==> config.mk <==
export PLATFORM = sky130hd
export DESIGN_NAME = srfc_back
export DESIGN_NICKNAME = d
export VERILOG_FILES = /design/src/sv/srfc_pkg.sv /design/src/sv/srfc_back.sv
export VERILOG_INCLUDE_DIRS = /design/src /design/src/sv
export SDC_FILE = /design/constraint.sdc
export NUM_CORES = 1
export LEC_CHECK = 0
export BUFFER_PORTS_ARGS = -buffer_cell sky130_fd_sc_hd__buf_2
export CORE_AREA = 2 2 90 101
export DETAILED_ROUTE_END_ITERATION = 8
export DIE_AREA = 0 0 92 103
export PLACE_DENSITY_LB_ADDON = 0.2
export SLEW_MARGIN = 10
export SYNTH_ARGS = -nofsm -noshare
export SYNTH_HDL_FRONTEND = slang
export SYNTH_SLANG_ARGS = --single-unit
==> constraint.sdc <==
create_clock -name clk -period 3.9 [get_ports clk]
set_input_delay 0 -clock clk [delete_from_list [all_inputs] [get_ports clk]]
set_output_delay 0 -clock clk [all_outputs]
set_load 0.03 [all_outputs]
==> src/sv/serial_reply_frame_checker_defines.svh <==
// Assertion macros used by the reply frame checker back end.
// Depends on signals named clk and rst_n in the module that uses them.
`ifndef SERIAL_REPLY_FRAME_CHECKER_DEFINES_SVH
`define SERIAL_REPLY_FRAME_CHECKER_DEFINES_SVH

// Antecedent implies consequent in the same cycle.
`define SRFC_ASSERT_NOW(label, ante, cons) \
  label: assert property (@(posedge clk) disable iff (!rst_n) (ante) |-> (cons)) \
    else $error("srfc: same-cycle check failed");

// Antecedent implies consequent in the next cycle.
`define SRFC_ASSERT_NEXT(label, ante, cons) \
  label: assert property (@(posedge clk) disable iff (!rst_n) (ante) |=> (cons)) \
    else $error("srfc: next-cycle check failed");

`endif

==> src/sv/srfc_pkg.sv <==
// Shared types, frame constants and the CRC-8 byte update for the reply checker.
// No dependencies.
package srfc_pkg;

  localparam int unsigned QUEUE_DEPTH = 2;

  localparam logic [7:0] BYTE_REJECT    = 8'hA2;
  localparam logic [7:0] BYTE_START     = 8'hA5;
  localparam logic [7:0] BYTE_END       = 8'hA6;
  localparam logic [7:0] HIGH_XOR       = 8'h40;
  localparam logic [7:0] FRAME_OVERHEAD = 8'd7;

  localparam logic [7:0] CRC_POLY_RESET = 8'h07;

  // Configuration register indexes
  localparam logic [1:0] CFG_CRC_POLY = 2'd0;
  localparam logic [1:0] CFG_SLAVE    = 2'd1;
  localparam logic [1:0] CFG_REG_LOW  = 2'd2;
  localparam logic [1:0] CFG_REG_HIGH = 2'd3;

  // Final status codes
  localparam logic [1:0] STATUS_GOOD   = 2'd0;
  localparam logic [1:0] STATUS_REJECT = 2'd1;
  localparam logic [1:0] STATUS_FAIL   = 2'd2;

  typedef enum logic {
    ITEM_BEGIN = 1'b0,
    ITEM_BYTE  = 1'b1
  } item_kind_t;

  typedef struct packed {
    item_kind_t kind;
    logic [7:0] rx_byte;
  } item_t;

  typedef struct packed {
    logic [7:0] crc_poly;
    logic [7:0] slave_addr;
    logic [7:0] reg_low;
    logic [7:0] reg_high;
  } cfg_t;

  // MSB-first CRC-8 update over one byte
  function automatic logic [7:0] crc8_update(input logic [7:0] crc_in,
                                             input logic [7:0] data,
                                             input logic [7:0] poly);
    logic [7:0] crc;
    logic [7:0] d;
    logic       top;
    crc = crc_in;
    d   = data;
    for (int i = 0; i < 8; i++) begin
      top = crc[7] ^ d[7];
      crc = {crc[6:0], 1'b0};
      if (top) begin
        crc = crc ^ poly;
      end
      d = {d[6:0], 1'b0};
    end
    return crc;
  endfunction

endpackage

==> src/sv/srfc_back.sv <==
// Back end: frame state machine, CRC check and registered result stage.
// Depends on srfc_pkg and serial_reply_frame_checker_defines.svh.
`include "serial_reply_frame_checker_defines.svh"

module srfc_back
  import srfc_pkg::*;
(
  input  logic       clk,
  input  logic       rst_n,
  input  cfg_t       cfg,
  input  logic       q_valid,
  input  item_t      q_item,
  output logic       q_pop,
  output logic       out_valid,
  input  logic       out_stall,
  output logic       out_is_status,
  output logic [7:0] out_data_byte,
  output logic [1:0] out_status,
  output logic       out_last
);

  typedef enum logic [2:0] {
    PH_IDLE,
    PH_FIRST,
    PH_HEADER,
    PH_DATA,
    PH_CRC,
    PH_END
  } phase_t;

  phase_t     phase_r, phase_nxt;
  logic [7:0] byte_count_r, byte_count_nxt;
  logic [7:0] frame_length_r, frame_length_nxt;
  logic [7:0] crc_r, crc_nxt;
  logic       out_valid_r;
  logic       out_is_status_r;
  logic [7:0] out_data_byte_r;
  logic [1:0] out_status_r;

  logic       out_ready;
  logic       emit;
  logic       res_is_status;
  logic [7:0] res_data;
  logic [1:0] res_status;
  logic [8:0] count_inc;
  logic [7:0] b;

  assign out_ready = !out_valid_r || !out_stall;
  assign q_pop     = q_valid && out_ready;
  assign b         = q_item.rx_byte;
  assign count_inc = {1'b0, byte_count_r} + 9'd1;

  // Next state and result for the popped transaction
  always_comb begin
    phase_nxt        = phase_r;
    byte_count_nxt   = byte_count_r;
    frame_length_nxt = frame_length_r;
    crc_nxt          = crc_r;
    emit             = 1'b0;
    res_is_status    = 1'b0;
    res_data         = 8'd0;
    res_status       = STATUS_GOOD;
    if (q_pop) begin
      if (q_item.kind == ITEM_BEGIN) begin
        phase_nxt        = PH_FIRST;
        byte_count_nxt   = 8'd0;
        frame_length_nxt = 8'd0;
        crc_nxt          = 8'd0;
      end else begin
        case (phase_r)
          PH_FIRST: begin
            if (b == BYTE_REJECT) begin
              emit          = 1'b1;
              res_is_status = 1'b1;
              res_status    = STATUS_REJECT;
              phase_nxt     = PH_IDLE;
            end else if (b == BYTE_START) begin
              phase_nxt      = PH_HEADER;
              byte_count_nxt = 8'd0;
              crc_nxt        = 8'd0;
            end else begin
              emit          = 1'b1;
              res_is_status = 1'b1;
              res_status    = STATUS_FAIL;
              phase_nxt     = PH_IDLE;
            end
          end
          PH_HEADER: begin
            // crc_r holds a mismatch flag while the header is checked
            if (byte_count_r == 8'd0) begin
              if (b != cfg.slave_addr) crc_nxt = 8'd1;
              byte_count_nxt = count_inc[7:0];
            end else if (byte_count_r == 8'd1) begin
              if (b != cfg.reg_low) crc_nxt = 8'd1;
              byte_count_nxt = count_inc[7:0];
            end else if (byte_count_r == 8'd2) begin
              if ((b ^ cfg.reg_high) != HIGH_XOR) crc_nxt = 8'd1;
              byte_count_nxt = count_inc[7:0];
            end else begin
              // length byte
              if (crc_r != 8'd0 || b < FRAME_OVERHEAD) begin
                emit          = 1'b1;
                res_is_status = 1'b1;
                res_status    = STATUS_FAIL;
                phase_nxt     = PH_IDLE;
              end else begin
                frame_length_nxt = b - FRAME_OVERHEAD;
                byte_count_nxt   = 8'd0;
                crc_nxt          = 8'd0;
                phase_nxt        = (b == FRAME_OVERHEAD) ? PH_CRC : PH_DATA;
              end
            end
          end
          PH_DATA: begin
            crc_nxt        = crc8_update(crc_r, b, cfg.crc_poly);
            byte_count_nxt = count_inc[7:0];
            if (count_inc >= {1'b0, frame_length_r}) begin
              phase_nxt = PH_CRC;
            end
            emit     = 1'b1;
            res_data = b;
          end
          PH_CRC: begin
            crc_nxt   = crc_r ^ b;
            phase_nxt = PH_END;
          end
          PH_END: begin
            emit          = 1'b1;
            res_is_status = 1'b1;
            res_status    = (crc_r == 8'd0 && b == BYTE_END) ? STATUS_GOOD : STATUS_FAIL;
            phase_nxt     = PH_IDLE;
          end
          default: begin
            // ignoring bytes until a begin transaction
          end
        endcase
      end
    end
  end

  // State and registered result
  always_ff @(posedge clk) begin
    if (!rst_n) begin
      phase_r        <= PH_IDLE;
      byte_count_r   <= 8'd0;
      frame_length_r <= 8'd0;
      crc_r          <= 8'd0;
      out_valid_r    <= 1'b0;
    end else begin
      phase_r        <= phase_nxt;
      byte_count_r   <= byte_count_nxt;
      frame_length_r <= frame_length_nxt;
      crc_r          <= crc_nxt;
      if (out_ready) begin
        out_valid_r <= q_pop && emit;
      end
      if (q_pop && emit) begin
        out_is_status_r <= res_is_status;
        out_data_byte_r <= res_data;
        out_status_r    <= res_status;
      end
    end
  end

  assign out_valid     = out_valid_r;
  assign out_is_status = out_is_status_r;
  assign out_data_byte = out_data_byte_r;
  assign out_status    = out_status_r;
  assign out_last      = out_is_status_r;

  // Checks
  `SRFC_ASSERT_NEXT(a_begin_rearms, q_pop && q_item.kind == ITEM_BEGIN,
                    phase_r == PH_FIRST && crc_r == 8'd0)
  `SRFC_ASSERT_NEXT(a_end_goes_idle, q_pop && q_item.kind == ITEM_BYTE && phase_r == PH_END,
                    phase_r == PH_IDLE && out_valid_r && out_is_status_r)
  `SRFC_ASSERT_NEXT(a_result_held, out_valid_r && out_stall,
                    out_valid_r && $stable(out_data_byte_r) && $stable(out_status_r))
  `SRFC_ASSERT_NOW(a_data_status_zero, out_valid_r && !out_is_status_r,
                   out_status_r == STATUS_GOOD)

endmodule
==> summary.txt <==
CTS
  • Max Root-Sink Buffers: 2
  • CTS Sinks: 39
  • Clock transition at path regs: 80 ps
  • CTS tree: built
  • Number of H-tree levels: 2
  • Root Driver: clkbuf_8
  • Num CTS Buffers: 5
  • Clock insertion delay at the later pin of the skew report: 300 ps

STA
  • Minimum hold slack: 113 ps
  • TNS Setup: 0 ps
  • Period utilization: 94.5%
  • Worst relative slew slack: 50.6%
  • Setup violations, final: 0
  • Pins Over Slew Limit: 0
  • Slew @ Worst Pin: 741 ps
  • Final Hold Viols: 0
  • Setup ws final: 216 ps
  • Clock skew: 10.2 ps
  • Max frequency: 0.271 GHz
  • Min Tclk post-route: 3680 ps

Place
  • Post-DP HPWL: 8.62 mm
  • Pre-CTS WS: 82.6 ps
  • Routability cong.: 0.911
  • PortBufs: 58
  • Inst Count DP: 694

Power and ir drop
  • IR drop worst, VDD: 0.176 mV
  • P per Cell Area: 330 nW/µm²
  • Tot Pwr: 1550 µW
  • Pleak: 0.00198 µW

Yosys
  • Top FF cell, synth: dfxtp_1
  • Yosys top cell area share: 13.5%
  • Top post-synthesis cells by count: nand2_1 (79), xnor2_1 (49), nor2_1 (38), o21ai_0 (38), xor2_1 (29)
  • Mapped Area: 4160 µm²
  • Post-synthesis cell count: 538
  • Post-synth EDFFs: 11
  • Top post-synthesis cells by area: dfxtp_1 (13%), xnor2_1 (10%), edfxtp_1 (7.9%), nand2_1 (7.1%), xor2_1 (6.1%)
  • Mean Syn Cell Area: 7.73 µm²
  • Synthesis Warnings: 0
  • Post-synth top area cell: dfxtp_1
  • Synth Register Bits: 39
  • Distinct cell type count of the synthesized netlist: 60
  • Synth Net Count: 599
  • Ys async rst share: 0%
  • Most frequent cell after synthesis: nand2_1
  • Seq/Total Area, Yosys: 21.4%

GRT
  • Largest net degree at the start of global routing: 31
  • Initial antenna violation count: 0
  • GR Overflow Total: 0
  • Gr usage total: 24.1%
  • First-pass GRT wire length: 18.6 mm
  • Vias in the first global route: 3871

Cells and area
  • # diodes: 0
  • Finished Layout Cells: 703
  • Final #Nets: 649
  • Filler Cells Inserted: 824
  • Synth-to-layout area growth: 13.2%
  • Layout cells sized above 1: 17.5%

Critical path
  • Required @ worst endpoint: 4110 ps
  • Critical path fanouts, max: 9
  • Kind of critical path: flip-flop to flip-flop
  • Crit end category: flip-flop
  • CP arrival: 3890 ps
  • CP Launch Type: flip-flop

Drt
  • Post-route ant nets: 0
  • DR iter-0 viols: 290
  • 1st-pass router iterations: 5
  • Avg WL per Cell: 16.0 µm
  • DR vias/cell: 5.71
  • Routed wire length: 11.3 mm
  • Via count: 4017
  • DRC viols: 0

Die
  • Num rows: 36
  • Die area: 9480 µm²
  • Core Box Area: 8560 µm²
  • Die Y: 103 µm
  • Die Span X: 92 µm
  • Ports: 59
  • Initial Util: 48.6%

Hold path
  • Hold Path Class: input port to flip-flop

Job
  • # Max-Cap Violations: 0

Outcome
  • Status: finished, final reports clean
## per-layer routing
layer,global-route usage (%),wire [µm],vias to the layer above
li1,-,-,1982
met1,29.0,4620,1887
met2,45.8,5910,129
met3,2.63,558,19
met4,6.89,167,0
met5,0,0,-
## state kept, by name (all words and copies together), names as in the netlist
register	cells
byte_count_r	8
crc_r	8
frame_length_r	8
out_data_byte	8
out_is_status	1
out_status	2
out_valid	1
phase_r	3
## final timing paths
check	start	end	slack, ps	depth (start not counted)
max	crc_r[7]$_SDFFE_PN0P_	crc_r[5]$_SDFFE_PN0P_	220	12
max reg2reg	crc_r[7]$_SDFFE_PN0P_	crc_r[5]$_SDFFE_PN0P_	220	12
min	rst_n	crc_r[1]$_SDFFE_PN0P_	110	3
min reg2reg	frame_length_r[3]$_SDFFE_PN0P_	frame_length_r[3]$_SDFFE_PN0P_	500	2
## cells in the final DEF, fill, tap and decap left out, types with 5 or more instances in the layout
cell type / n
nor3_1: 15
buf_2: 58
nor2b_1: 6
o21ai_0: 35
nand4_1: 5
inv_1: 18
mux2i_1: 6
a211oi_1: 6
nor2_1: 38
buf_4: 15
a21oi_1: 24
xnor2_1: 48
and2_1: 14
xor2_1: 28
xnor3_1: 8
edfxtp_1: 11
nand2b_1: 6
nand2_1: 79
nand3_1: 22
or3_1: 5
dfxtp_1: 26
clkbuf_8: 5
o21ai_1: 5
nor4_1: 10
and3_1: 10
ha_1: 16
## stage by stage
step	util [%]	cell area (µm²)
6_report	55.0	4700
5_1_grt	55.0	4700
4_1_cts	54.3	4650
3_5_place_dp	52.9	4520
3_3_place_gp	52.9	4520
2_1_floorplan	-	4160
## where the power goes
part	leakage, µW	internal [µW]	switching [µW]	total (µW)
registers	0.000311	418	4.20	422
logic	0.00161	395	386	781
clock network	0.0000581	191	157	347
total	0.00198	1000	547	1550
## kinds of logic after synthesis
family	after synthesis	share of synthesized area [%]
AO/OA/AOI/OAI	111	17.5
XOR/XNOR	91	22.7
adder cells (fa/ha/maj)	16	4.82
buffers and inverters	51	6.08
flip-flops	39	21.4
multiplexers	6	1.44
AND/OR/NAND/NOR	224	26.0
## area by class of cell
cell class / instances / area [µm²] / share of cell area, %
Sequential cell: 39 / 893 / 19.0
Clock buffer: 5 / 68.8 / 1.46
Tap cell: 114 / 143 / 3.03
Multi-Input combinational cell: 448 / 3070 / 65.2
Timing Repair Buffer: 74 / 413 / 8.78
Clock inverter: 3 / 43.8 / 0.931
Inverter: 20 / 75.1 / 1.60
## critical path, stage by stage, from the launching register on
cell      delay (ps)
dfxtp_2          390
xnor2_4          330
xnor2_2          210
a21oi_1          130
or3_1            430
nand3_1          140
xnor3_1          360
xnor2_2          360
xnor3_1          310
a21o_2           280
nand3_1          100
xnor3_1          400
o221ai_1         170
## timing repair
| action | 4_1_cts | 5_1_grt |
|---|---|---|
| hold buffers | 1 | 0 |
| resized for setup | 0 | 12 |
| buffers inserted | 0 | 0 |
| endpoints found under the hold margin | 1 | 0 |
| endpoints found under the setup margin | 0 | 7 |
No activity file was read; power rests on OpenSTA's default activity.
